`src/rtl/ppsf_pkg.sv`:
```
// Package for the pulse-period speed filter: widths, register indexes,
// and the structs shared by the sequencer, the arithmetic unit and the top level.
// No dependencies.
package ppsf_pkg;

  localparam int FRAC_BITS = 8;
  localparam int SCALE     = 1 << FRAC_BITS;

  localparam int SPEED_W   = 20;
  localparam int NUM_W     = 32;
  localparam int ALPHA_W   = 9;
  localparam int MININT_W  = 16;
  localparam int TICK_W    = 32;
  localparam int CFG_IDX_W = 2;
  localparam int CFG_DW    = 32;

  localparam logic [SPEED_W-1:0] SPEED_MAX = '1;

  // Saturated alpha never exceeds SCALE, so it fits in FRAC_BITS + 1 bits.
  localparam int MUL_W     = FRAC_BITS + 1;
  localparam int MUL_STEPS = MUL_W;
  localparam int DIV_STEPS = NUM_W;
  localparam int CNT_W     = $clog2(DIV_STEPS);

  localparam int BLEND_W   = SPEED_W + FRAC_BITS + 2;
  localparam int ALU_W     = (BLEND_W > NUM_W + 2) ? BLEND_W : NUM_W + 2;

  localparam logic [CFG_IDX_W-1:0] REG_SPEED_NUM = 2'd0;
  localparam logic [CFG_IDX_W-1:0] REG_ALPHA     = 2'd1;
  localparam logic [CFG_IDX_W-1:0] REG_MIN_INT   = 2'd2;
  localparam logic [CFG_IDX_W-1:0] REG_TIMEOUT   = 2'd3;

  typedef struct packed {
    logic [NUM_W-1:0]    speed_num;
    logic [ALPHA_W-1:0]  alpha;
    logic [MININT_W-1:0] min_int;
    logic [TICK_W-1:0]   timeout;
  } cfg_t;

  typedef struct packed {
    logic [ALU_W-1:0] op_a;
    logic [ALU_W-1:0] op_b;
    logic             sub;
  } alu_req_t;

  typedef struct packed {
    logic [ALU_W-1:0] sum;
    logic             carry;
  } alu_rsp_t;

endpackage

```
`src/rtl/ppsf_alu.sv`:
```
// Shared add/subtract unit used for every divide and multiply step.
// Depends on ppsf_pkg for the request and response structs.
module ppsf_alu
  import ppsf_pkg::*;
(
  input  alu_req_t req,
  output alu_rsp_t rsp
);

  logic [ALU_W-1:0] op_b_eff;
  logic [ALU_W:0]   total;

  // Subtraction is a plus the inverted b plus one; carry out means no borrow.
  assign op_b_eff = req.sub ? ~req.op_b : req.op_b;
  assign total    = {1'b0, req.op_a} + {1'b0, op_b_eff} + {{ALU_W{1'b0}}, req.sub};
  assign rsp.sum   = total[ALU_W-1:0];
  assign rsp.carry = total[ALU_W];

endmodule

```
`src/rtl/ppsf_seq.sv`:
```
// Sequencer of the speed filter: tick state, restoring divide, shift-add blend,
// timeout check and the output register. Uses ppsf_alu through ppsf_pkg structs.
module ppsf_seq
  import ppsf_pkg::*;
(
  input  logic               clk,
  input  logic               rst_n,
  input  cfg_t               cfg,
  input  logic               in_valid,
  output logic               in_stall,
  input  logic               in_sensor_level,
  output logic               out_valid,
  input  logic               out_stall,
  output logic [SPEED_W-1:0] out_speed_q8,
  output logic               out_speed_updated,
  output logic               out_stopped,
  output logic [TICK_W-1:0]  out_pulse_count,
  output alu_req_t           alu_req,
  input  alu_rsp_t           alu_rsp
);

  typedef enum logic [2:0] {
    ST_IDLE,
    ST_EVAL,
    ST_DIV,
    ST_MUL_OLD,
    ST_MUL_NEW,
    ST_FIN
  } state_t;

  state_t               state_r, state_nxt;
  logic                 level_r, level_nxt;
  logic                 last_level_r, last_level_nxt;
  logic                 seen_r, seen_nxt;
  logic [TICK_W-1:0]    ticks_r, ticks_nxt;
  logic [TICK_W-1:0]    edge_cnt_r, edge_cnt_nxt;
  logic [SPEED_W-1:0]   filt_r, filt_nxt;
  logic                 upd_r, upd_nxt;
  logic [CNT_W-1:0]     cnt_r, cnt_nxt;
  logic [NUM_W-1:0]     div_r, div_nxt;
  logic [NUM_W-1:0]     q_r, q_nxt;
  logic [NUM_W-1:0]     rem_r, rem_nxt;
  logic [ALU_W-1:0]     acc_r, acc_nxt;
  logic [ALU_W-1:0]     mcand_r, mcand_nxt;
  logic [MUL_W-1:0]     mplier_r, mplier_nxt;
  logic                 out_valid_r, out_valid_nxt;
  logic [SPEED_W-1:0]   out_speed_r, out_speed_nxt;
  logic                 out_upd_r, out_upd_nxt;
  logic                 out_stop_r, out_stop_nxt;
  logic [TICK_W-1:0]    out_cnt_r, out_cnt_nxt;

  logic                 in_xfer;
  logic [MUL_W-1:0]     alpha_sat;
  logic [SPEED_W-1:0]   raw_sat;
  logic [ALU_W-FRAC_BITS-1:0] blend_sh;
  logic [SPEED_W-1:0]   blend_sat;
  logic [SPEED_W-1:0]   filt_new;
  logic                 timed_out;

  assign in_stall = (state_r != ST_IDLE);
  assign in_xfer  = in_valid && !in_stall;

  assign alpha_sat = ({{(ALU_W-ALPHA_W){1'b0}}, cfg.alpha} > ALU_W'(SCALE)) ?
                     MUL_W'(SCALE) : MUL_W'(cfg.alpha);
  assign raw_sat   = (q_r > NUM_W'(SPEED_MAX)) ? SPEED_MAX : q_r[SPEED_W-1:0];
  assign blend_sh  = acc_r[ALU_W-1:FRAC_BITS];
  assign blend_sat = (blend_sh > (ALU_W-FRAC_BITS)'(SPEED_MAX)) ?
                     SPEED_MAX : blend_sh[SPEED_W-1:0];
  assign filt_new  = upd_r ? blend_sat : filt_r;
  assign timed_out = seen_r && (ticks_r >= cfg.timeout);

  always_comb begin
    alu_req = '0;
    case (state_r)
      ST_DIV: begin
        alu_req.op_a = ALU_W'({rem_r, q_r[NUM_W-1]});
        alu_req.op_b = ALU_W'(div_r);
        alu_req.sub  = 1'b1;
      end
      ST_MUL_OLD, ST_MUL_NEW: begin
        alu_req.op_a = acc_r;
        alu_req.op_b = mplier_r[0] ? mcand_r : '0;
        alu_req.sub  = 1'b0;
      end
      default: alu_req = '0;
    endcase
  end

  always_comb begin
    state_nxt      = state_r;
    level_nxt      = level_r;
    last_level_nxt = last_level_r;
    seen_nxt       = seen_r;
    ticks_nxt      = ticks_r;
    edge_cnt_nxt   = edge_cnt_r;
    filt_nxt       = filt_r;
    upd_nxt        = upd_r;
    cnt_nxt        = cnt_r;
    div_nxt        = div_r;
    q_nxt          = q_r;
    rem_nxt        = rem_r;
    acc_nxt        = acc_r;
    mcand_nxt      = mcand_r;
    mplier_nxt     = mplier_r;
    out_valid_nxt  = out_valid_r && out_stall;
    out_speed_nxt  = out_speed_r;
    out_upd_nxt    = out_upd_r;
    out_stop_nxt   = out_stop_r;
    out_cnt_nxt    = out_cnt_r;

    case (state_r)
      ST_IDLE: begin
        if (in_xfer) begin
          level_nxt = in_sensor_level;
          if (ticks_r != '1) begin
            ticks_nxt = ticks_r + TICK_W'(1);
          end
          upd_nxt   = 1'b0;
          state_nxt = ST_EVAL;
        end
      end
      ST_EVAL: begin
        last_level_nxt = level_r;
        state_nxt      = ST_FIN;
        if (level_r && !last_level_r) begin
          edge_cnt_nxt = edge_cnt_r + TICK_W'(1);
          seen_nxt     = 1'b1;
          ticks_nxt    = '0;
          if (seen_r && (ticks_r > TICK_W'(cfg.min_int))) begin
            div_nxt   = ticks_r;
            q_nxt     = cfg.speed_num;
            rem_nxt   = '0;
            cnt_nxt   = CNT_W'(DIV_STEPS - 1);
            state_nxt = ST_DIV;
          end
        end
      end
      ST_DIV: begin
        // Restoring division, one quotient bit per cycle.
        q_nxt = {q_r[NUM_W-2:0], alu_rsp.carry};
        if (alu_rsp.carry) begin
          rem_nxt = alu_rsp.sum[NUM_W-1:0];
        end else begin
          rem_nxt = {rem_r[NUM_W-2:0], q_r[NUM_W-1]};
        end
        cnt_nxt = cnt_r - CNT_W'(1);
        if (cnt_r == '0) begin
          acc_nxt    = ALU_W'(SCALE / 2);
          mcand_nxt  = ALU_W'(filt_r);
          mplier_nxt = MUL_W'(SCALE) - alpha_sat;
          cnt_nxt    = CNT_W'(MUL_STEPS - 1);
          state_nxt  = ST_MUL_OLD;
        end
      end
      ST_MUL_OLD: begin
        acc_nxt    = alu_rsp.sum;
        mcand_nxt  = {mcand_r[ALU_W-2:0], 1'b0};
        mplier_nxt = mplier_r >> 1;
        cnt_nxt    = cnt_r - CNT_W'(1);
        if (cnt_r == '0) begin
          mcand_nxt  = ALU_W'(raw_sat);
          mplier_nxt = alpha_sat;
          cnt_nxt    = CNT_W'(MUL_STEPS - 1);
          state_nxt  = ST_MUL_NEW;
        end
      end
      ST_MUL_NEW: begin
        acc_nxt    = alu_rsp.sum;
        mcand_nxt  = {mcand_r[ALU_W-2:0], 1'b0};
        mplier_nxt = mplier_r >> 1;
        cnt_nxt    = cnt_r - CNT_W'(1);
        if (cnt_r == '0) begin
          state_nxt = ST_FIN;
        end
      end
      ST_FIN: begin
        // The blend result is taken here, after the last accumulate.
        if (!out_valid_r || !out_stall) begin
          out_valid_nxt = 1'b1;
          out_upd_nxt   = upd_r;
          out_stop_nxt  = timed_out;
          out_cnt_nxt   = edge_cnt_r;
          out_speed_nxt = timed_out ? '0 : filt_new;
          filt_nxt      = timed_out ? '0 : filt_new;
          state_nxt     = ST_IDLE;
        end
      end
      default: state_nxt = ST_IDLE;
    endcase

    if (state_r == ST_MUL_NEW && cnt_r == '0) begin
      upd_nxt = 1'b1;
    end
  end

  always_ff @(posedge clk) begin
    div_r        <= div_nxt;
    q_r          <= q_nxt;
    rem_r        <= rem_nxt;
    acc_r        <= acc_nxt;
    mcand_r      <= mcand_nxt;
    mplier_r     <= mplier_nxt;
    cnt_r        <= cnt_nxt;
    level_r      <= level_nxt;
    out_speed_r  <= out_speed_nxt;
    out_upd_r    <= out_upd_nxt;
    out_stop_r   <= out_stop_nxt;
    out_cnt_r    <= out_cnt_nxt;
    if (!rst_n) begin
      state_r      <= ST_IDLE;
      last_level_r <= 1'b1;
      seen_r       <= 1'b0;
      ticks_r      <= '0;
      edge_cnt_r   <= '0;
      filt_r       <= '0;
      upd_r        <= 1'b0;
      out_valid_r  <= 1'b0;
    end else begin
      state_r      <= state_nxt;
      last_level_r <= last_level_nxt;
      seen_r       <= seen_nxt;
      ticks_r      <= ticks_nxt;
      edge_cnt_r   <= edge_cnt_nxt;
      upd_r        <= upd_nxt;
      out_valid_r  <= out_valid_nxt;
      filt_r       <= filt_nxt;
    end
  end

  assign out_valid         = out_valid_r;
  assign out_speed_q8      = out_speed_r;
  assign out_speed_updated = out_upd_r;
  assign out_stopped       = out_stop_r;
  assign out_pulse_count   = out_cnt_r;

endmodule

```
`src/rtl/pulse_period_speed_filter_top.sv`:
```
// An item without a speed update goes through the evaluate and finish states to the output
// register; one with an update also runs the 32-step restoring divide and two shift-add
// multiplies of FRAC_BITS + 1 steps each, all on one shared adder, before the finish state.
// A new item is taken only once the block is back in idle; out_stall holds it in finish.
// Reset (rst_n low, synchronous) restores the configuration defaults and clears the
// tick, pulse and filter state; no result is pending after reset.
module pulse_period_speed_filter_top
  import ppsf_pkg::*;
(
  input  logic                 clk,
  input  logic                 rst_n,
  input  logic                 in_valid,
  output logic                 in_stall,
  input  logic                 in_sensor_level,
  output logic                 out_valid,
  input  logic                 out_stall,
  output logic [SPEED_W-1:0]   out_speed_q8,
  output logic                 out_speed_updated,
  output logic                 out_stopped,
  output logic [TICK_W-1:0]    out_pulse_count,
  input  logic                 cfg_we,
  input  logic [CFG_IDX_W-1:0] cfg_index,
  input  logic [CFG_DW-1:0]    cfg_wdata
);

  cfg_t     cfg_r, cfg_nxt;
  alu_req_t alu_req;
  alu_rsp_t alu_rsp;

  always_comb begin
    cfg_nxt = cfg_r;
    if (cfg_we) begin
      case (cfg_index)
        REG_SPEED_NUM: cfg_nxt.speed_num = cfg_wdata[NUM_W-1:0];
        REG_ALPHA:     cfg_nxt.alpha     = cfg_wdata[ALPHA_W-1:0];
        REG_MIN_INT:   cfg_nxt.min_int   = cfg_wdata[MININT_W-1:0];
        REG_TIMEOUT:   cfg_nxt.timeout   = cfg_wdata[TICK_W-1:0];
        default:       cfg_nxt = cfg_r;
      endcase
    end
  end

  always_ff @(posedge clk) begin
    if (!rst_n) begin
      cfg_r.speed_num <= NUM_W'(771840000);
      cfg_r.alpha     <= ALPHA_W'(51);
      cfg_r.min_int   <= MININT_W'(1000);
      cfg_r.timeout   <= TICK_W'(1500000);
    end else begin
      cfg_r <= cfg_nxt;
    end
  end

  ppsf_alu u_alu (
    .req (alu_req),
    .rsp (alu_rsp)
  );

  ppsf_seq u_seq (
    .clk               (clk),
    .rst_n             (rst_n),
    .cfg               (cfg_r),
    .in_valid          (in_valid),
    .in_stall          (in_stall),
    .in_sensor_level   (in_sensor_level),
    .out_valid         (out_valid),
    .out_stall         (out_stall),
    .out_speed_q8      (out_speed_q8),
    .out_speed_updated (out_speed_updated),
    .out_stopped       (out_stopped),
    .out_pulse_count   (out_pulse_count),
    .alu_req           (alu_req),
    .alu_rsp           (alu_rsp)
  );

endmodule

```
`config.mk`:
```
export PLATFORM = sky130hd
export DESIGN_NAME = pulse_period_speed_filter_top
export DESIGN_NICKNAME = d
export VERILOG_FILES = /design/src/rtl/ppsf_pkg.sv /design/src/rtl/ppsf_alu.sv /design/src/rtl/ppsf_seq.sv /design/src/rtl/pulse_period_speed_filter_top.sv
export SDC_FILE = /design/constraint.sdc
export NUM_CORES = 1
export LEC_CHECK = 0
export BUFFER_PORTS_ARGS = -buffer_cell sky130_fd_sc_hd__buf_2
export CORE_MARGIN = 2
export CORE_UTILIZATION = 35
export DETAILED_ROUTE_END_ITERATION = 10
export PLACE_DENSITY = 0.56
export SYNTH_ARGS = -nofsm -noshare
export SYNTH_HDL_FRONTEND = slang
export SYNTH_SLANG_ARGS = --single-unit
```
`constraint.sdc`:
```
create_clock -name clk -period 13.8 [get_ports clk]
set_clock_uncertainty 0.2 [all_clocks]
set_input_delay 0.69 -clock clk [delete_from_list [all_inputs] [get_ports clk]]
set_output_delay 0.69 -clock clk [all_outputs]
set_load 0.05 [all_outputs]
```
# Yosys cells after proc, flatten, opt, wreduce, memory -nomap -nowiden
# Index checks and enable logic that the tools add are counted.
# W data, S select, Z words.
[op_classes]
reduce_logical = 39
add_sub_neg = 6
muxes = 44
shift = 0
n_div = 0
n_lt_le_gt_ge = 5
bitwise_logic = 1
mul = 0
n_eq_ne = 17
[op_table]
columns = ["cell", "n"]
rows = [
  ["$mux W32", 8],
  ["$pmux W32 S2", 3],
  ["$mux W34", 5],
  ["$pmux W69 S2", 1],
  ["$pmux W34 S3", 1],
  ["$mux W20", 4],
  ["$pmux W34 S2", 1],
  ["$add A32 B1 Y32 const B", 2],
  ["$add A34 B34 Y35", 1],
  ["$add A35 B1 Y35", 1],
  ["$not A34 Y34", 1],
  ["$ge A32 B32 Y1", 1],
  ["$gt A32 B16 Y1", 1],
  ["$gt A32 B20 Y1 const B", 1],
  ["$ne A32 B32 Y1 const B", 1],
  ["$mux W9", 3],
  ["$pmux W9 S3", 1],
  ["$gt A26 B20 Y1 const B", 1],
  ["$mux W3", 7],
  ["$reduce_and A2 Y1", 10],
  ["$pmux W3 S6", 1],
  ["$ne A2 B1 Y1 const B", 8],
  ["$mux W5", 3],
  ["$pmux W5 S3", 1],
  ["other kinds (21)", 45],
]
[totals]
mem_count = 0
elab_cells = 136
register_bits = 413
ram_bits = 0
rom_bits = 0
latch_bits = 0

# Depth between registers and ports, before layout
# Gate-level depths: netlist (run 1).
[logic_depth]
depth_word = 9
depth_mapped = 21
mapped_depth_nobuf = 15

# Modules after synthesis
# A second synthesis (run 1) with hierarchy kept.
[hier_totals]
hier_cells = 2069
hier_area_um2 = 21046.4
[by_module_without_submodules]
columns = ["module", "area_per_inst_um2", "cells_per_inst", "seq_area_each_um2", "n_inst"]
rows = [
  ["ppsf_seq", 15328.5, 1417, 8818.5, 1],
  ["pulse_period_speed_filter_top", 3527.1, 357, 1781.7, 1],
  ["ppsf_alu", 2190.9, 295, 0.0, 1],
]

# Worst setup path before layout (run 1)
# OpenSTA, ideal clock, no wires.
[synth_timing]
path_type = "register to register"
from = "reg u_seq.ticks_r[1]"
to = "reg u_seq.q_r[0], enable pin"
setup_ns = 0.394
setup_slack_ns = 8.299
stages_incl_launch_ff = 9
required_ns = 13.206
t_arrival_ns = 4.907
n_path_buf = 0
period_less_slack_ns = 5.501
cell_sequence = "dfxtp_1 ha_1 nor2b_1 o21a_1 o21a_1 o21ai_0 a211o_1 a211oi_1 or2_2"
[synth_between]
elab_chain_cells = 4
[synth_lines]
columns = ["item", "line", "source"]
rows = [
  ["start, declared", "ppsf_seq.sv:35", "logic [TICK_W-1:0] ticks_r, ticks_nxt;"],
  ["start signal, assigned", "ppsf_seq.sv:222", "ticks_r <= ticks_nxt;"],
  ["$gt A32 B16 Y1", "ppsf_seq.sv:129", "if (seen_r && (ticks_r > TICK_W'(cfg.min_int))) begin"],
  ["$logic_and A1 B1 Y1", "ppsf_seq.sv:129", ""],
  ["$ne A2 B1 Y1 (no source line)", "n/a", ""],
  ["$reduce_and A3 Y1 (no source line)", "n/a", ""],
  ["end signal, assigned", "ppsf_seq.sv:198", "q_r <= q_nxt;"],
  ["end, declared", "ppsf_seq.sv:41", "logic [NUM_W-1:0] q_r, q_nxt;"],
]
# Every way passes these cells.
# A chain may end at the register's enable or synchronous reset.

# Final worst setup path (run 1)
[layout_timing]
from = "reg u_seq.state_r[2]"
to = "reg u_seq.rem_r[28] (data pin)"
[layout_between]
elab_chain_cells = 9
elab_cells_between_ends = 12
[layout_lines]
columns = ["item", "line", "source"]
rows = [
  ["start, declared", "ppsf_seq.sv:31", "state_t state_r, state_nxt;"],
  ["start signal, assigned", "ppsf_seq.sv:219", "state_r <= state_nxt;"],
  ["$eq A3 B2 Y1 or $eq A3 B3 Y1 (tied branches)", "ppsf_seq.sv:74", "case (state_r)"],
  ["$reduce_or A2 Y1 (no source line)", "n/a", ""],
  ["$pmux W69 S2", "ppsf_seq.sv:74", ""],
  ["$not A34 Y34", "ppsf_alu.sv:14", "assign op_b_eff = req.sub ? ~req.op_b : req.op_b;"],
  ["$mux W34", "ppsf_alu.sv:14", ""],
  ["$add A34 B34 Y35", "ppsf_alu.sv:15", "assign total = {1'b0, req.op_a} + {1'b0, op_b_eff} + {{ALU_W{1'b0}}, req.sub};"],
  ["$add A35 B1 Y35", "ppsf_alu.sv:15", ""],
  ["$mux W32", "ppsf_seq.sv:141", "if (alu_rsp.carry) begin"],
  ["$pmux W32 S2 (*)", "ppsf_seq.sv:111", "case (state_r)"],
  ["end signal, assigned", "ppsf_seq.sv:199", "rem_r <= rem_nxt;"],
  ["end, declared", "ppsf_seq.sv:42", "logic [NUM_W-1:0] rem_r, rem_nxt;"],
]
# Every way passes the cells marked *; elsewhere a longest branch is shown, timed or not.

==> impl_metrics.py, run 1 <==
metrics = {
    "outcome": {
        "outcome": "completed",
    },
    "setup_path": {
        "crit_required_ns": 13.90,
        "worstPathMaxFanout": 57,
        "worstSetupStartpointType": "flip-flop",
        "worstSetupEndpointType": "flip-flop",
        "slowest_stage": "dfxtp_1",
        "crit_chain": "nand2_1 -> nand2_1 -> buf_4 -> and2_1 -> buf_4 -> a21oi_1 -> a21oi_1 -> ha_1 -> a21o_1 -> a221oi_2 -> o211ai_4 -> nand4_2 -> a21o_1 -> nand3_1 -> nand3_1 -> o22ai_1",
        "cp.arrival_ns": 6.19,
        "criticalPathCategory": "flip-flop to flip-flop",
        "cpPeakStageDelay_ns": 0.79,
    },
    "yosys": {
        "async_flop_share_pct": 0,
        "synth-edff-count": 233,
        "synthTopCellsByArea": "edfxtp_1 (34%), dfxtp_1 (18%), nand2_1 (7.5%)",
        "syn-cell-area_um2": 20540,
        "synth_top_cells_by_count": "nand2_1 (413), edfxtp_1 (233), dfxtp_1 (180), nor2_1 (124), o21ai_0 (121)",
        "ys_seq_area_share_pct": 51.62,
        "syn_nets": 2261,
        "synth-seq-cells": 413,
        "syn_area_per_cell_um2": 9.619,
        "ys.flop_type": "edfxtp_1",
        "yosysTopAreaCell": "edfxtp_1",
        "yosysMostFrequentCell": "nand2_1",
        "yosys_warnings": 0,
        "netlist_instances": 2135,
        "synth_top_area_share_pct": 34.07,
        "synth.distinct_cells": 83,
    },
    "die": {
        "dieArea_um2": 60630,
        "core_um2": 57810,
        "die_h_um": 246.2,
        "boundaryPins": 96,
        "start_util_pct": 35.53,
        "rows": 88,
        "die_x_um": 246.2,
    },
    "routing": {
        "drc_errors": 0,
        "routed_wl_mm": 53.27,
        "num_vias": 15560,
        "postRouteAntennaNets": 0,
        "drt_iter0_drc": 999,
        "routedWlPerCell_um": 17.89,
        "firstDrtPassIters": 5,
        "viasPerCell": 5.224,
    },
    "global_routing": {
        "grt-ovfl-total": 0,
        "grt_pass1_vias": 14890,
        "use_met3_pct": 3.039,
        "antenna_found_initial": 0,
        "grt_pass1_wl_mm": 84.35,
        "track_usage_pct": 17.63,
        "grt_use_met2_pct": 26.82,
        "use_met1_pct": 25.66,
        "busiest_layer": "met2",
        "grt_start_max_net_pins": 101,
    },
    "timing": {
        "tightest_slew_ns": 1.126,
        "fin_crit_ns": 6.085,
        "max_freq_ghz": 0.1643,
        "fin_crit_sh_pct": 44.10,
        "fin_ws_ns": 7.715,
        "fin_setup_tns_ns": 0,
        "rsz0062_at_grt": "no",
        "hold_viol": 0,
        "finalMaxSlewViolations": 0,
        "relSlewSlack_pct": 24.73,
        "setup_viol": 0,
    },
    "clock_tree": {
        "worst_skew_pair.late_latency_ns": 0.59,
        "ctsHoldBuffers": 0,
        "clockRootBuffer": "clkbuf_16",
        "cts.sinks": 413,
        "cts_resized": 0,
        "cts_tree": "done",
        "clkTransAtPathRegs_ns": 0.06,
        "postCtsSetupBuffers": 0,
        "cts.htree.levels": 2,
        "cts_inserted_buffers": 46,
        "cts_buffer_depth": 3,
    },
    "power": {
        "switchingPower_uw": 688.1,
        "power.share.clock_pct": 45.8,
        "power.leakage_nw": 8.965,
        "switching_share_pct": 23.74,
        "combPwrFrac_pct": 7.3,
        "seq_power_share_pct": 46.9,
        "peakVddDrop_uv": 101.9,
        "powerDensity_nw_per_um2": 124.3,
        "intPower_mw": 2.210,
    },
    "placed_design": {
        "place_ws_ns": 7.821,
        "place_hpwl_mm": 38.44,
        "portBuffers": 95,
        "place.gp.congestion": 0.8581,
    },
    "hold_path": {
        "hold_path_class": "primary input to flip-flop",
    },
    "cells_and_area": {
        "diodes": 0,
        "postLayoutCoreUtil_pct": 40.34,
        "synthToLayoutAreaGrowth_pct": 13.56,
        "final.fill_count": 5651,
        "layout-drive-gt1-share_pct": 10.35,
        "nNetsFinal": 2301,
    },
    "run": {
        "max_cap_violations": 0,
    },
}
[routing by layer]
metal	part of all wire [%]	wire, um	vias to the layer above
li1	-	-	7716
met1	49	25850	7392
met2	44	23310	382
met3	5.4	2865	67
met4	2.3	1235	0
met5	0	0	-
[final cells by class]
| class | count | area [um2] | area share [%] |
|---|---|---|---|
| sequential | 413 | 10600 | 45.46 |
| multi-input combinational | 1530 | 9235 | 39.60 |
| clock buffer | 58 | 1247 | 5.349 |
| tap | 765 | 957.2 | 4.105 |
| timing repair buffer | 116 | 635.6 | 2.726 |
| clock inverter | 28 | 389.1 | 1.669 |
| inverter | 68 | 255.2 | 1.095 |
[stage by stage]
stage	std cells	total power [mW]	hold slack, ns	area [um2]
after CTS	2978	2.930	0.07553	23320
after floorplan	2135	1.530	0.2064	20540
after global routing	2978	2.999	0.07689	23320
after global placement	2892	1.594	0.2350	21680
after detailed placement	2892	1.597	0.2448	21680
final	2978	2.898	0.1119	23320
[path summary, 6_finish.rpt]
kind / start / to / slack, ns / cells after the start
max: u_seq.state_r[2] / u_seq.rem_r[28] / 7.71 / 16
min: in_sensor_level / u_seq.level_r / 0.11 / 1
max reg2reg: u_seq.state_r[2] / u_seq.rem_r[28] / 7.71 / 16
min reg2reg: u_seq.edge_cnt_r[31] / u_seq.out_pulse_count[31] / 0.26 / 0
[cell families (layout without fill, tap and decap cells)]
kind of cell             Yosys count  after routing  synth area share, %
AO/OA/AOI/OAI                    516            516                16.75
XOR/XNOR                          79             79                3.369
adder cells (fa/ha/maj)           86             86                5.276
buffers and inverters            192            270                3.680
flip-flops                       413            413                51.62
multiplexers                       3              3               0.1462
AND/OR/NAND/NOR                  846            846                19.16
[layout by cell type (no fill, tap or decap), drive strengths merged, types with 10 or more instances in the layout]
cell | synthesis | final
nand2 | 413 | 413
nor2b | 17 | 17
a21boi | 69 | 69
a21oi | 95 | 95
dfxtp | 180 | 180
a22oi | 23 | 23
buf | 24 | 116
nor3 | 33 | 33
xor2 | 44 | 44
o21ai | 124 | 124
nor2 | 125 | 125
inv | 68 | 70
clkbuf | 100 | 58
and2 | 61 | 61
nand3 | 70 | 70
edfxtp | 233 | 233
clkinv | 0 | 12
nor4 | 13 | 13
or3 | 12 | 12
o22ai | 30 | 30
xnor2 | 35 | 35
nand2b | 10 | 10
a22o | 25 | 25
nand4 | 31 | 31
ha | 85 | 85
a21o | 37 | 37
a211oi | 29 | 29
o211ai | 24 | 24
and3 | 17 | 17
o21a | 14 | 14
[critical path, delay by kind of cell, from the launching register on]
| family | cells | cell delay [ns] |
|---|---|---|
| DFF | 1 | 0.79 |
| adders and majority gates | 1 | 0.33 |
| buffers and inverters | 2 | 0.81 |
| and+or+nand+nor | 6 | 2.18 |
| AOI/OAI and AO/OA | 7 | 1.47 |
[sequential cells by signal (all words and copies together) (netlist names), 3 cells and up]
register,cells
u_seq.mplier_r,9
u_seq.edge_cnt_r,32
u_seq.out_speed_q8,20
cfg_r,89
u_seq.div_r,32
u_seq.state_r,3
u_seq.q_r,32
u_seq.cnt_r,5
u_seq.ticks_r,32
u_seq.filt_r,20
u_seq.rem_r,32
u_seq.acc_r,34
u_seq.mcand_r,34
u_seq.out_pulse_count,32
[power groups by stage]
stage	sequential [mW]	clock, mW	combinational (mW)
2_1_floorplan	1.40	0	0.129
3_5_place_dp	1.39	0	0.212
5_1_grt	1.36	1.40	0.234
6_report	1.36	1.33	0.212
4_1_cts	1.36	1.36	0.213
3_3_place_gp	1.38	0	0.209
(Power assumes the default switching activity.)
==> run 2, diff against run 1 <==
--- a/config.mk
+++ b/config.mk
@@ -9,7 +9,7 @@
 export CORE_MARGIN = 2
 export CORE_UTILIZATION = 35
 export DETAILED_ROUTE_END_ITERATION = 10
-export PLACE_DENSITY = 0.56
+export PLACE_DENSITY = 0.58
 export SYNTH_ARGS = -nofsm -noshare
 export SYNTH_HDL_FRONTEND = slang
 export SYNTH_SLANG_ARGS = --single-unit
==> constraint.sdc (replaced) <==
create_clock -name clk -period 5.1 [get_ports clk]
set_clock_uncertainty 0.2 [all_clocks]
set_input_delay 0.255 -clock clk [delete_from_list [all_inputs] [get_ports clk]]
set_output_delay 0.255 -clock clk [all_outputs]
set_load 0.05 [all_outputs]
==> impl_metrics.py, run 2 (synthesis gave the netlist of run 1 again) <==
metrics = {
    "outcome": {
        "outcome": "completed",
    },
    "routing": {
        "firstDrtPassIters": 6,
        "num_vias": 16140,
        "routedWlPerCell_um": 18.50,
        "drc_errors": 0,
        "viasPerCell": 5.320,
        "routed_wl_mm": 56.12,
        "postRouteAntennaNets": 0,
        "drt_iter0_drc": 1257,
    },
    "setup_path": {
        "regToRegEndpoint": "u_seq.rem_r[31]",
        "startpoint": "u_seq.state_r[1]",
        "criticalPathCategory": "flip-flop to flip-flop",
        "cp-endpoint": "u_seq.rem_r[31]",
        "crit_chain": "nor2_1 -> nand2_1 -> nand2_1 -> buf_4 -> nand2_1 -> nand2_1 -> ha_1 -> a21o_1 -> a21o_1 -> a21oi_1 -> o21ai_1 -> nor3_1 -> and3_1 -> buf_4 -> nor3_1 -> o21a_1",
        "slowest_stage": "buf_4",
        "cp_common_cell": "nand2_1",
        "worstSetupStartpointType": "flip-flop",
        "worstSetupEndpointType": "flip-flop",
        "ff2ff_path_depth": 16,
        "crit_required_ns": 5.25,
        "cp.buffers_inverters": 2,
        "cp.arrival_ns": 4.80,
        "worstPathMaxFanout": 56,
        "ff2ff_setup_slack_ns": 0.45,
        "crit_family": "simple AND/OR/NAND/NOR gates",
        "cp.depth": 16,
        "r2r-start": "u_seq.state_r[1]",
        "cpPeakStageDelay_ns": 0.52,
    },
    "clock_tree": {
        "cts_inserted_buffers": 46,
        "worst_skew_pair.late_latency_ns": 0.61,
        "cts.sinks": 413,
        "cts.htree.levels": 2,
        "clkTransAtPathRegs_ns": 0.06,
        "clockRootBuffer": "clkbuf_16",
        "cts_buffer_depth": 3,
        "cts_tree": "done",
    },
    "die": {
        "rows": 88,
        "die_h_um": 246.2,
        "start_util_pct": 35.53,
        "dieArea_um2": 60630,
        "boundaryPins": 96,
        "die_x_um": 246.2,
        "core_um2": 57810,
    },
    "placed_design": {
        "place.gp.congestion": 0.9121,
        "place_hpwl_mm": 39.91,
        "portBuffers": 95,
    },
    "global_routing": {
        "grt_pass1_wl_mm": 87.31,
        "grt_start_max_net_pins": 80,
        "grt_pass1_vias": 15340,
        "antenna_found_initial": 0,
        "track_usage_pct": 18.30,
        "grt-ovfl-total": 0,
    },
    "power": {
        "power.leakage_nw": 9.246,
        "peakVddDrop_uv": 212.3,
        "powerDensity_nw_per_um2": 332.6,
        "total_power_mw": 7.942,
    },
    "timing": {
        "fin_crit_sh_pct": 91.11,
        "finalMaxSlewViolations": 0,
        "relSlewSlack_pct": 25.83,
        "fin_crit_ns": 4.646,
        "fin_setup_tns_ns": 0,
        "rsz0062_at_grt": "no",
        "hold_ws_ns": 0.05228,
        "max_freq_ghz": 0.2152,
        "hold_viol": 0,
        "setup_viol": 0,
        "tightest_slew_ns": 1.110,
    },
    "cells_and_area": {
        "nNetsFinal": 2358,
        "reg_top3": "cfg_r (89), u_seq.acc_r (34), u_seq.mcand_r (34)",
        "diodes": 0,
        "final.fill_count": 5625,
        "layout-drive-gt1-share_pct": 11.15,
        "largest_reg_flops": 89,
        "register_area_um2": 10600,
        "synthToLayoutAreaGrowth_pct": 16.26,
        "layout_commonest_cell": "nand2_1",
        "regMostFlops": "cfg_r",
        "mostFrequentLayoutCells": "nand2_1 (411), edfxtp_1 (233), dfxtp_1 (179)",
        "multi_input_area_um2": 9231,
    },
    "run": {
        "max_cap_violations": 0,
    },
    "hold_path": {
        "hold_path_class": "primary input to flip-flop",
    },
}
==> run 2: repair_timing <==
action	4_1_cts	5_1_grt
setup endpoints to repair	0	6
buffers inserted	0	0
hold endpoints to repair	116	0
hold buffers	35	0
gates resized for setup	0	1
==> run 2: through the flow <==
stage / utilization [%] / area, um2 / instances / setup WS (ns)
final: 41.30 / 23880 / 3034 / 0.4536
after global routing: 41.30 / 23880 / 3034 / 0.1062
after CTS: 41.30 / 23870 / 3034 / 0.3689
after global placement: 37.81 / 21860 / 2914 / 0.5164
after floorplan: - / 20540 / 2135 / 0.4950
after detailed placement: 37.81 / 21860 / 2914 / 0.4038
==> run 2: how the worst min path moves through the flow <==
stage                    startpoint                        end  slack [ns]  cells after the start
3_3_place_gp   u_seq.edge_cnt_r[31]  u_seq.out_pulse_count[31]        0.23                      0
5_1_grt                cfg_index[0]                  cfg_r[32]        0.08                      5
6_report                     cfg_we                  cfg_r[49]        0.05                      4
3_5_place_dp        in_sensor_level              u_seq.level_r        0.23                      1
2_1_floorplan       in_sensor_level              u_seq.level_r        0.15                      0
4_1_cts                      cfg_we                  cfg_r[48]        0.02                      4
==> run 2: worst reg2reg max path, cell delays in order (launching register included) <==
cell and delay [ns]:
dfxtp_2 0.39, nor2_1 0.27, nand2_1 0.27, nand2_1 0.16, buf_4 0.53, nand2_1 0.17, nand2_1 0.10, ha_1 0.29
a21o_1 0.23, a21o_1 0.18, a21oi_1 0.29, o21ai_1 0.18, nor3_1 0.35, and3_1 0.27, buf_4 0.26, nor3_1 0.10
o21a_1 0.17
==> run 2: where the power goes <==
group          total, mW  internal [mW]  switching (mW)
combinational      0.611          0.194           0.417
sequential          3.67           3.61          0.0570
clock               3.66           2.23            1.43
total               7.94           6.04            1.90
==> run 2: final cells by class <==
cell class              count  share of cell area, %
repair buffers            173                  4.874
multi-input cells        1530                  38.66
well taps                 765                  4.009
clock buffers              62                  5.366
flip-flops and latches    413                  44.40
clock inverters            23                  1.614
inverters                  68                  1.069
==> run 2: layer usage <==
layer | share of wire, % | global-route usage (%) | vias up | routed length, um
met2 | 45 | 28.95 | 397 | 25520
met3 | 4.6 | 2.375 | 88 | 2588
met4 | 2.4 | 5.829 | 0 | 1366
met5 | 0 | 0 | - | 0
met1 | 47 | 25.88 | 7820 | 26650
li1 | - | - | 7835 | -
==> run 3, diff against run 2 <==
--- a/config.mk
+++ b/config.mk
@@ -5,11 +5,11 @@
 export SDC_FILE = /design/constraint.sdc
 export NUM_CORES = 1
 export LEC_CHECK = 0
-export BUFFER_PORTS_ARGS = -buffer_cell sky130_fd_sc_hd__buf_2
 export CORE_MARGIN = 2
 export CORE_UTILIZATION = 35
 export DETAILED_ROUTE_END_ITERATION = 10
-export PLACE_DENSITY = 0.58
+export DONT_BUFFER_PORTS = 1
+export PLACE_DENSITY = 0.57
 export SYNTH_ARGS = -nofsm -noshare
 export SYNTH_HDL_FRONTEND = slang
 export SYNTH_SLANG_ARGS = --single-unit
==> impl_metrics.py, run 3 (synthesis gave the netlist of run 1 again) <==
metrics = {
    "outcome": {
        "outcome": "completed",
    },
    "power": {
        "combPwrFrac_pct": 7.1,
        "peakVddDrop_uv": 208.6,
        "powerDensity_nw_per_um2": 316.4,
        "power.share.clock_pct": 42.4,
        "switching_share_pct": 25.52,
        "power.leakage_nw": 8.829,
        "seq_power_share_pct": 50.5,
        "intPower_mw": 5.526,
        "switchingPower_mw": 1.894,
    },
    "hold_path": {
        "hold_path_class": "primary input to flip-flop",
        "hold_depth": 4,
    },
    "global_routing": {
        "grt_pass1_vias": 15410,
        "grt-ovfl-total": 0,
        "grt_start_max_net_pins": 158,
        "grt_pass1_wl_mm": 89.27,
        "antenna_found_initial": 1,
        "track_usage_pct": 18.76,
    },
    "timing": {
        "max_freq_ghz": 0.2135,
        "hold_viol": 0,
        "fin_setup_tns_ns": 0,
        "rsz0062_at_grt": "no",
        "fin_crit_sh_pct": 91.83,
        "relSlewSlack_pct": 25.33,
        "tightest_slew_ns": 1.116,
        "finalMaxSlewViolations": 0,
        "fin_crit_ns": 4.683,
        "setup_viol": 0,
    },
    "setup_path": {
        "worstPathMaxFanout": 32,
        "worstSetupStartpointType": "flip-flop",
        "crit_required_ns": 5.26,
        "criticalPathCategory": "flip-flop to flip-flop",
        "cp.arrival_ns": 4.85,
        "ff2ff_path_depth": 12,
        "worstSetupEndpointType": "flip-flop",
    },
    "cells_and_area": {
        "multi_input_area_um2": 9231,
        "regMostFlops": "cfg_r",
        "final.fill_count": 5651,
        "layout_commonest_cell": "nand2_1",
        "register_area_um2": 10600,
        "layout-drive-gt1-share_pct": 6.636,
        "reg_top3": "cfg_r (89), u_seq.acc_r (34), u_seq.mcand_r (34)",
        "nNetsFinal": 2288,
        "synthToLayoutAreaGrowth_pct": 14.20,
        "diodes": 0,
        "largest_reg_flops": 89,
        "mostFrequentLayoutCells": "nand2_1 (412), edfxtp_1 (233), dfxtp_1 (178)",
        "fin_cells": 2965,
    },
    "routing": {
        "firstDrtPassIters": 5,
        "postRouteAntennaNets": 0,
        "drt_iter0_drc": 1060,
        "viasPerCell": 5.357,
        "num_vias": 15880,
        "routed_wl_mm": 57.07,
        "routedWlPerCell_um": 19.25,
        "drc_errors": 0,
    },
    "placed_design": {
        "place_hpwl_mm": 39.82,
        "place.gp.congestion": 0.8888,
        "portBuffers": 0,
        "place_inst": 2811,
    },
    "clock_tree": {
        "cts_inserted_buffers": 46,
        "clockRootBuffer": "clkbuf_16",
        "cts_tree": "done",
        "worst_skew_pair.late_latency_ns": 0.61,
        "clkTransAtPathRegs_ns": 0.06,
        "cts_buffer_depth": 3,
        "postCtsSetupBuffers": 0,
        "cts.sinks": 413,
        "cts.htree.levels": 2,
    },
    "die": {
        "boundaryPins": 96,
        "rows": 88,
        "die_h_um": 246.2,
        "start_util_pct": 35.53,
        "die_x_um": 246.2,
        "dieArea_um2": 60630,
        "core_um2": 57810,
    },
    "run": {
        "max_cap_violations": 0,
    },
}
-- run 3: cell types whose count changed in the layout (fill, tap and decap cells not counted), sizes merged --
cell,previous run,this run
dlygate4sd3,35,67
bufinv,9,0
clkinvlp,2,4
clkbuf,62,59
buf,138,36
clkinv,10,21
-- run 3: power groups by stage --
stage	Combinational [mW]	Clock [mW]	Sequential [mW]
after detailed placement	0.451	0	3.82
after global routing	0.580	3.36	3.76
final	0.524	3.15	3.75
after floorplan	0.350	0	3.79
after global placement	0.442	0	3.82
after CTS	0.522	3.22	3.75
-- run 3: repair_timing --
action                                  4_1_cts  5_1_grt
gates resized for setup                       0        2
endpoints found under the setup margin        0        5
hold buffers                                 68        0
hold endpoints to repair                    163        0
-- run 3: metrics by stage --
step                cell area, um2  total power, mW  hold slack [ns]  util [%]  worst slack [ns]
finish                       23450            7.420          0.05446     40.57            0.4168
global route                 23450            7.697          0.05560     40.57            0.1083
CTS                          23450            7.495          0.02625     40.56            0.3862
detailed placement           21330            4.271           0.1542     36.90            0.3962
global placement             21330            4.261           0.1542     36.90            0.3956
floorplan                    20540            4.140           0.1539         -            0.4950
-- run 3: area by class of cell --
type,instances,area share [%]
Clock inverter,27,0.8056
Sequential cell,413,45.21
Tap cell,765,4.082
Multi-Input combinational cell,1530,39.36
Timing Repair Buffer,103,4.204
Inverter,68,1.088
Clock buffer,59,5.245
-- run 3: critical path, cell delays in order, from the launching register on --
cell and delay [ns]:
dfxtp_1 0.35, buf_4 0.21, or3b_2 0.81, o21ai_0 0.51, ha_1 0.35, o21ai_0 0.21
a211oi_1 0.51, and3_1 0.28, a22oi_4 0.09, o21ai_2 0.34, mux2i_1 0.33, nor3_1 0.07
o21a_1 0.18
-- run 3: layer usage --
metal / global-route usage, % / vias to the layer above / part of all wire (%)
li1: - / 7692 / -
met2: 29.47 / 404 / 45
met5: 0 / - / 0
met1: 26.05 / 7704 / 47
met3: 3.279 / 83 / 5.6
met4: 6.275 / 0 / 2.9
-- run 3: path summary, 6_finish.rpt --
| kind | startpoint | endpoint | slack, ns |
|---|---|---|---|
| setup / recovery | u_seq.state_r[0] | u_seq.rem_r[31] | 0.42 |
| hold / removal | cfg_we | cfg_r[57] | 0.05 |
| setup reg to reg | u_seq.state_r[0] | u_seq.rem_r[31] | 0.42 |
| hold reg to reg | u_seq.edge_cnt_r[14] | u_seq.out_pulse_count[14] | 0.26 |
